[src/rtl/rau_pkg.sv]
// shared types and constants for the rational arithmetic unit
package rau_pkg;

  localparam int unsigned WordBitsDefault = 32;

  typedef enum logic [3:0] {
    OP_ADD = 4'd0,
    OP_SUB = 4'd1,
    OP_MUL = 4'd2,
    OP_DIV = 4'd3,
    OP_LT  = 4'd4,
    OP_GT  = 4'd5,
    OP_EQ  = 4'd6,
    OP_NE  = 4'd7,
    OP_NEG = 4'd8
  } op_t;

  typedef enum logic [1:0] {
    ST_OK   = 2'd0,
    ST_DIVZ = 2'd1,
    ST_OVF  = 2'd2
  } status_t;

  typedef enum logic [3:0] {
    S_IDLE,
    S_MUL1,
    S_MUL2,
    S_PREP,
    S_SHIFT,
    S_GCD,
    S_DIV,
    S_FIN,
    S_OUT
  } state_t;

  typedef struct packed {
    logic load;
    logic mul1;
    logic mul2;
    logic prep;
    logic shift;
    logic gcd;
    logic div_start;
    logic div_step;
    logic fin;
  } cmd_t;

  typedef struct packed {
    logic early;
    logic shift_done;
    logic gcd_done;
    logic div_done;
  } sts_t;

endpackage

[src/rtl/rau_ctrl.sv]
// control state machine of the rational arithmetic unit
module rau_ctrl (
  input  logic          clk,
  input  logic          rst_n,
  input  logic          in_valid,
  output logic          in_ready,
  output logic          out_valid,
  input  logic          out_ready,
  output rau_pkg::cmd_t cmd,
  input  rau_pkg::sts_t sts
);
  import rau_pkg::*;

  state_t state_r, state_nxt;

  always_ff @(posedge clk) begin
    if (!rst_n) begin
      state_r <= S_IDLE;
    end else begin
      state_r <= state_nxt;
    end
  end

  always_comb begin
    state_nxt = state_r;
    case (state_r)
      S_IDLE:  if (in_valid) state_nxt = S_MUL1;
      S_MUL1:  state_nxt = S_MUL2;
      S_MUL2:  state_nxt = S_PREP;
      S_PREP:  state_nxt = sts.early ? S_OUT : S_SHIFT;
      S_SHIFT: if (sts.shift_done) state_nxt = S_GCD;
      S_GCD:   if (sts.gcd_done) state_nxt = S_DIV;
      S_DIV:   if (sts.div_done) state_nxt = S_FIN;
      S_FIN:   state_nxt = S_OUT;
      S_OUT:   if (out_ready) state_nxt = S_IDLE;
      default: state_nxt = S_IDLE;
    endcase
  end

  always_comb begin
    cmd = '0;
    in_ready = 1'b0;
    out_valid = 1'b0;
    case (state_r)
      S_IDLE: begin
        in_ready = 1'b1;
        cmd.load = in_valid;
      end
      S_MUL1:  cmd.mul1 = 1'b1;
      S_MUL2:  cmd.mul2 = 1'b1;
      S_PREP:  cmd.prep = 1'b1;
      S_SHIFT: begin
        cmd.shift = 1'b1;
        cmd.div_start = sts.shift_done;
      end
      S_GCD: begin
        cmd.gcd = 1'b1;
        cmd.div_start = sts.gcd_done;
      end
      S_DIV:   cmd.div_step = 1'b1;
      S_FIN:   cmd.fin = 1'b1;
      S_OUT:   out_valid = 1'b1;
      default: cmd = '0;
    endcase
  end
endmodule

[config.mk]
export PLATFORM = sky130hd
export DESIGN_NAME = rau_ctrl
export DESIGN_NICKNAME = d
export VERILOG_FILES = /design/src/rtl/rau_pkg.sv /design/src/rtl/rau_ctrl.sv
export SDC_FILE = /design/constraint.sdc
export NUM_CORES = 1
export LEC_CHECK = 0
export ABC_AREA = 1
export BUFFER_PORTS_ARGS = -buffer_cell sky130_fd_sc_hd__clkbuf_2
export CORE_UTILIZATION = 27
export CTS_CLUSTER_SIZE = 10
export DETAILED_ROUTE_END_ITERATION = 16
export MAX_ROUTING_LAYER = met4
export PLACE_DENSITY_LB_ADDON = 0.15
export SLEW_MARGIN = 20
export SYNTH_ARGS = -nofsm -noshare
export SYNTH_HDL_FRONTEND = slang
export SYNTH_SLANG_ARGS = --single-unit
[constraint.sdc]
create_clock -name clk -period 0.95 [get_ports clk]
set_input_delay 0.0475 -clock clk [delete_from_list [all_inputs] [get_ports clk]]
set_output_delay 0.0475 -clock clk [all_outputs]
set_load 0.01 [all_outputs]
# After elaboration in Yosys (flattened, before gate mapping)
# Cells that the tools add are included.
[totals]
register_bits = 4
input_bits = 8
wordCells = 34
[op_classes]
n_eq_ne = 13
muxes = 18
reduce_logical = 2
[ops]
columns = ["cell", "count"]
rows = [
  ["4-bit case mux with 9 select lines", 1],
  ["4-bit two-way mux", 6],
  ["4-bit by 3-bit equality test with 1-bit output, second input constant", 4],
  ["1-bit two-way mux", 10],
  ["2-bit != test, second input constant", 5],
  ["4-bit by 2-bit equality test with 1-bit output, second input constant", 2],
  ["5-bit AND reduction", 1],
  ["4-bit by 1-bit equality test with 1-bit output, second input constant", 1],
  ["4-bit equality test, second input constant", 1],
  ["4-bit zero test", 1],
  ["1-bit case mux with 2 select lines", 1],
]

# Logic depth before layout (Yosys ltp)
# Gate-level depths: netlist (run 1).
[depth]
word_depth = 3
ltp_mapped = 8

# Least setup slack after synthesis (run 1)
# OpenSTA, ideal clock, no wires.
[synth_path]
path_type = "reg2out"
start = "register state_r[1]"
end = "output port cmd[2] (netlist bit)"
t_arrival_ps = 1030
path_slack_ps = -127
path_stages_with_launch = 6
n_path_buf = 0
cell_sequence = "dfxtp_1 nor2_2 inv_1 nor2_1 nand2_1 o21ai_1"
[synth_rtl]
columns = ["element", "line", "rtl"]
rows = [
  ["start: declaration", "rau_ctrl.sv:14", "state_t state_r, state_nxt;"],
  ["start signal: assignment", "rau_ctrl.sv:20", "state_r <= state_nxt;"],
  ["end: declaration", "rau_ctrl.sv:9", "output rau_pkg::cmd_t cmd,"],
]

# Worst setup path after layout (run 1)
[layout_path]
start = "register state_r[1]"
end = "register state_r[1]"
[layout_via]
elab_chain_cells = 3
elab_cells_between_ends = 16
classes_between = "eq/ne: 13; mux: 1; reduce/logical: 2"
[layout_lines]
columns = ["element", "line", "rtl"]
rows = [
  ["4-bit by 3-bit equality test with 1-bit output (tied with other cells)", "rau_ctrl.sv:26", "case (state_r)"],
  ["2-bit != test (no line)", "n/a", ""],
  ["5-bit AND reduction (no line)", "n/a", ""],
]
# Several ways; a longest one is shown, not always the timed one.
# A chain may end at the register's enable or synchronous reset.

==> Flow_metrics.wiki, run 1 <==
{| class="wikitable"
! Metric !! Value
|-
| Max FO, Critical Path || 6
|-
| DIE AREA || ~1500 um2
|-
| Crit-path most repeated cell || nor2_2
|-
| Number of buffers added on ports || 18
|-
| Kind of end point of the critical path || register
|-
| Yosys warning count || 0
|-
| Final Util || between 50 and 60%
|-
| Worst Setup Slack post-DPL || -0.138 ns
|-
| Registers with the most flip-flops || state_r (4)
|-
| Peak supply drop || 1.08 mV
|-
| Maximum number of pins on one net before global-route repair || 7
|-
| Tmin final || 1.23 ns
|-
| Post-Synthesis Cell Area || around 350 um2
|-
| Maximum operating frequency || 813 MHz
|-
| Number of distinct library cells after synthesis || 17
|-
| Cell Count, Final, Fillers Out || 110
|-
| Vias per Instance || about 4.4
|-
| RSZ-0062 raised after global routing || true
|-
| Signed area change from the synthesized netlist to the final layout || 94.7%
|-
| Die extent in y || around 38 um
|-
| Failing checks || setup timing
|-
| Total Routing Usage GR || ~17%
|-
| Top library cells by usage in the layout, fill and taps aside || 12 x buf_4, 11 x clkbuf_2, 8 x inv_1
|-
| Worst relative slew slack || a little under 90%
|-
| Max FFs per register || 4
|-
| Crit path required time || about 1.1 ns
|-
| Family of cells with the greatest summed delay on the critical path || simple AND/OR/NAND/NOR gates
|-
| Run status || finished, violations left
|-
| TritonCTS clock tree || done
|-
| Number of placed instances with taps included || 99
|-
| Most common library cell in the layout ignoring fill and taps || buf_4
|-
| Per-cell routed wire length || 10.4 um
|-
| Number of top-level pins || 19
|-
| Setup TNS || -2.98 ns
|-
| Flip-flop and latch count after synthesis || 4
|-
| CTS Buf Count || 3
|-
| Final design area excluding fillers || approximately 690 um2
|-
| Most flop-heavy register || state_r
|-
| Path type of the worst setup path || register to register
|-
| Ordered list of cells on the worst path || nor2_4 -> buf_4 -> nand4_1 -> nand2_2 -> nor2_2 -> nor2_1 -> nor2_2
|-
| Mean cell area of the mapped netlist || 5.80 um2
|-
| Initial cell density of the core || between 30% and 40%
|-
| Clk slew on worst S/H paths || approximately 0.04 ns
|-
| Area post-placement || between 500 and 600 um2
|-
| Post-DP HPWL || between 700 and 800 um
|-
| Wire length of the first global-routing pass || around 1.7 mm
|-
| Total Wirelength || roughly 1.1 mm
|-
| Total number of H-tree levels || 1
|-
| Clock skew || between 0.002 and 0.0025 ns
|-
| Placer Congestion || between 0.7 and 0.8
|-
| Vias in the first global route || 429
|-
| Fin. Hold Viols || 0
|-
| CP Launch Type || register
|-
| Initial DRC count || 0
|-
| TritonCTS sink count || 4
|-
| Final net count || approximately 110
|-
| Remaining antenna violation count || 0
|-
| Sequential element share of the synthesized area || a little under a quarter
|-
| Count of TritonRoute iterations in the first routing pass || 1
|-
| Total power after layout || ~1.4 mW
|-
| Delay of the slowest cell on the worst path || 0.38 ns
|-
| Max clock buf depth || 2
|-
| Antenna violations before repair || 0
|-
| Cell row count || 12
|-
| Worst hold path class || input port to register
|-
| ANT cells || 0
|-
| Number of buffers and inverters on the critical path || 1
|-
| Final worst setup slack || -0.279 ns
|-
| Final hold slack || 0.0464 ns
|-
| CTS Hold Buffers Added || 0
|-
| Clock latency at the later pin of the worst-skew pair || between 0.2 and 0.25 ns
|-
| Die boundary width || between 30 and 40 um
|-
| Root Buffer || clkbuf_4
|-
| Transition at the pin with the smallest max-transition slack || between 0.15 and 0.2 ns
|-
| Final setup violating endpoints || 15
|-
| Max-cap violations || 0
|-
| Number of remaining DRC errors || 0
|-
| Filler cell count || ~120
|-
| Final slew viol count || 0
|-
| Power per cell area || around 2000 nW/um2
|-
| Sum of overflow across all layers after global routing || 0
|-
| Arrival @ worst endpoint || 1.35 ns
|-
| Total nets after synthesis || a little under 70
|-
| Fraction of final layout cells sized beyond drive strength 1 || around two thirds
|-
| Leakage component of the power || between 0.3 and 0.4 nW
|-
| Core area || ~1200 um2
|-
| Max stage delay cell, worst path || dfxtp_4
|-
| Fraction of the cycle the final worst path needs || 129%
|-
| Post-synthesis cell count || about 60
|-
| Vias || around 490
|}
## path summary, 6_finish.rpt
kind              startpoint         end  slack [ns]  depth (start not counted)
setup / recovery  state_r[1]  state_r[1]       -0.28                          7
hold reg to reg   state_r[1]  state_r[1]        0.60                          2
hold / removal         rst_n  state_r[0]        0.05                          3
setup reg to reg  state_r[1]  state_r[1]       -0.28                          7
## cells in the mapped netlist
cell | n | area (um2)
inv_1 | 13 | 48.8
nand2_1 | 9 | 33.8
nor2_1 | 8 | 30.0
nor2_2 | 5 | 31.3
nor3_1 | 5 | 25.0
dfxtp_1 | 4 | 80.1
nand3_1 | 4 | 20.0
inv_2 | 3 | 11.3
a21oi_1 | 2 | 10.0
nand2_2 | 1 | 6.26
nand3_2 | 1 | 10.0
nand3b_1 | 1 | 7.51
nand4_1 | 1 | 6.26
nor2_4 | 1 | 11.3
o21ai_1 | 1 | 5.00
o21bai_2 | 1 | 11.3
o22ai_1 | 1 | 6.26
## worst register-to-register path: stages (launching register included)
cell     delay [ns]
dfxtp_4        0.38
nor2_4         0.13
buf_4          0.14
nand4_1        0.12
nand2_2        0.14
nor2_2         0.05
nor2_1         0.11
nor2_2         0.05
## per-layer routing
layer | vias up | global-route usage, % | routed length, um
li1 | 260 | - | -
met1 | 213 | 19.9 | 453
met2 | 12 | 27.5 | 649
met3 | 0 | 1.74 | 39
met4 | 0 | 10.7 | 0
met5 | - | - | 0
## cell type report
class	instances	area, um2	share of cell area (%)
Tap cell	14	17.5	2.54
Clock buffer	4	26.3	3.81
Sequential cell	4	92.6	13.4
Timing Repair Buffer	31	198	28.7
Inverter	16	62.6	9.07
Multi-Input combinational cell	41	293	42.5
## report_power, final
group          switching (mW)  internal (mW)  leakage [nW]
Combinational           0.424          0.385         0.330
Sequential              0.110          0.227        0.0353
Clock                  0.0724          0.158        0.0150
Total                   0.606          0.770         0.381
## kinds of logic after synthesis
group,share of synthesized area (%)
compound gates,9.19
flops,22.6
simple gates,51.2
buf+inv,17.0
## repair_timing
item                       in CTS  in global routing
setup buffers                   5                  2
gates resized for setup         6                 24
setup endpoints to repair      15                 15
pin swaps                       7                  6
No activity file was read; power rests on OpenSTA's default activity.
==> run 2: changes to the inputs <==
==> constraint.sdc (replaced) <==
create_clock -name clk -period 1.1 [get_ports clk]
set_input_delay 0.055 -clock clk [delete_from_list [all_inputs] [get_ports clk]]
set_output_delay 0.055 -clock clk [all_outputs]
set_load 0.01 [all_outputs]
==> run 2 against run 1 <==
Against the previous run: the run still ends with setup timing left; clock-buffer cell count shrank 1; clock power shrank 20%; total power fell by 14%; clock skew grew 0.0057 ns; critical endpoint is now cmd[2]; die area is the same; largest cell class unchanged; worst setup slack improved by 0.10 ns; worst hold slack improved by 0.015 ns; global-route usage increased by 0.48 points; core utilization decreased by 1.4 points.
==> Flow_metrics.wiki, run 2 (synthesis results as in run 1) <==
{| class="wikitable"
! Metric !! Value
|-
| Total power after layout || approximately 1.2 mW
|-
| Total Routing Usage GR || 17.5%
|-
| Vias || about 500
|-
| Maximum operating frequency || roughly 780 MHz
|-
| Cell row count || 12
|-
| Root Buffer || clkbuf_4
|-
| Switching power of the nets || 507 uW
|-
| Most flop-heavy register || state_r
|-
| Setup TNS || -0.962 ns
|-
| R2r endpoint || state_r[1]
|-
| Fraction of the cycle the final worst path needs || 116%
|-
| Signed area change from the synthesized netlist to the final layout || 90.1%
|-
| Die extent in y || 38.2 um
|-
| Power per cell area || 1750 nW/um2
|-
| Max FO, Critical Path || 7
|-
| Registers with the most flip-flops || state_r (4)
|-
| Fraction of power consumed by the clock network || 15.7%
|-
| CP Launch Type || register
|-
| Switching share of power || 43.0%
|-
| Final design area excluding fillers || just under 700 um2
|-
| Crit path required time || about 1.0 ns
|-
| CTS Hold Buffers Added || 0
|-
| Core area || ~1200 um2
|-
| Placer Congestion || ~0.76
|-
| Total number of H-tree levels || 1
|-
| Worst Setup Slack post-DPL || -0.0664 ns
|-
| RSZ-0062 raised after global routing || true
|-
| Final hold slack || about 0.061 ns
|-
| Number of buffers added on ports || 18
|-
| Vias per Instance || roughly 4.6
|-
| Start point of the critical path || state_r[0]
|-
| Vias in the first global route || approximately 440
|-
| Reg-to-reg setup timing slack || -0.15 ns
|-
| Initial DRC count || 11
|-
| Fraction of final layout cells sized beyond drive strength 1 || 66.3%
|-
| Path type of the worst setup path || register to output pin
|-
| Kind of end point of the critical path || output pin
|-
| ANT cells || 0
|-
| Maximum number of pins on one net before global-route repair || 8
|-
| Total Wirelength || about 1.1 mm
|-
| Clock latency at the later pin of the worst-skew pair || around 0.24 ns
|-
| Sequential cell fraction of total power || 23.1%
|-
| Final setup violating endpoints || 11
|-
| Tmin final || 1.28 ns
|-
| TritonCTS sink count || 4
|-
| Reg-to-reg startpoint || state_r[2]
|-
| Die boundary width || between 30 and 40 um
|-
| Peak supply drop || 1.11 mV
|-
| Post-DP HPWL || 710 um
|-
| Final worst setup slack || -0.178 ns
|-
| Worst hold path class || input port to register
|-
| Number of top-level pins || 19
|-
| Filler cell count || around 110
|-
| Run status || finished, violations left
|-
| Initial cell density of the core || 30.6%
|-
| TritonCTS clock tree || done
|-
| Fin. Hold Viols || 0
|-
| Worst relative slew slack || just under 90%
|-
| Antenna violations before repair || 0
|-
| Wire length of the first global-routing pass || roughly 1.7 mm
|-
| Critical Path Sink || cmd[2]
|-
| Final slew viol count || 0
|-
| Clk slew on worst S/H paths || about 0.030 ns
|-
| Share of total power in combinational logic || about 61%
|-
| Number of remaining DRC errors || 0
|-
| Max-cap violations || 0
|-
| Cells on worst reg2reg path || 8
|-
| Arrival @ worst endpoint || between 1 and 1.5 ns
|-
| DIE AREA || 1460 um2
|-
| Leakage component of the power || approximately 0.38 nW
|-
| CTS Buf Count || 3
|-
| Power Internal || 671 uW
|-
| Final net count || around 110
|-
| Clock skew || between 0.007 and 0.008 ns
|-
| Remaining antenna violation count || 0
|-
| Most common library cell in the layout ignoring fill and taps || buf_4
|-
| Max clock buf depth || 2
|-
| Per-cell routed wire length || 10.3 um
|-
| Top library cells by usage in the layout, fill and taps aside || 11 x buf_4, 8 x inv_2, 8 x clkbuf_2, 8 x buf_2
|-
| Failing checks || setup timing
|-
| Sum of overflow across all layers after global routing || 0
|-
| Transition at the pin with the smallest max-transition slack || 0.179 ns
|-
| Count of TritonRoute iterations in the first routing pass || 4
|-
| Max FFs per register || 4
|-
| Area post-placement || roughly 500 um2
|}
run 2: changes by cell type in the layout (fill, tap and decap cells not counted), sizes merged:
cell	delta
clkbuf	-4
buf	+3
run 2: cell type report:
type | instances | area, um2 | share of cell area (%)
tap | 14 | 17.5 | 2.60
inverter | 16 | 62.6 | 9.29
sequential | 4 | 95.1 | 14.1
clock buffer | 3 | 22.5 | 3.35
multi-input combinational | 41 | 268 | 39.8
timing repair buffer | 31 | 208 | 30.9
run 2: stage by stage:
step	util, %	cells
floorplan	-	61
global placement	43.8	99
detailed placement	43.8	99
CTS	52.6	107
global route	58.2	109
finish	58.2	109
run 2: power by group through the flow:
stage,logic [mW],clock network (mW),registers [mW]
detailed placement,0.510,0,0.243
finish,0.722,0.184,0.272
global placement,0.511,0,0.241
CTS,0.607,0.191,0.272
floorplan,0.324,0,0.230
global route,0.799,0.203,0.279
run 2: worst max-delay path, stage by stage, from the launching register on:
cell and delay [ns]:
dfxtp_4 0.39, inv_2 0.05, nor2_2 0.12, buf_4 0.14
nand2_4 0.05, o21ai_1 0.11, buf_2 0.14
run 2: how the worst min path moves through the flow:
stage | to | start | cells after the start
2_1_floorplan | state_r[0] | rst_n | 2
3_3_place_gp | state_r[0] | rst_n | 3
3_5_place_dp | state_r[0] | rst_n | 3
4_1_cts | state_r[0] | rst_n | 3
5_1_grt | state_r[1] | rst_n | 3
6_report | state_r[0] | rst_n | 3
run 2: layer usage:
| layer | track usage, % | wire length [um] | up-vias |
|---|---|---|---|
| li1 | - | - | 260 |
| met1 | 18.8 | 471 | 220 |
| met2 | 29.2 | 566 | 17 |
| met3 | 6.98 | 54 | 4 |
| met4 | 5.36 | 30 | 0 |
| met5 | - | 0 | - |
run 2: repair_timing:
action                                 4_1_cts  5_1_grt
pin swaps                                    7       12
endpoints found under the hold margin        0        0
buffers inserted                             5        2
resized for setup                           19       23
gates cloned                                 0        0
setup endpoints to repair                   14       14
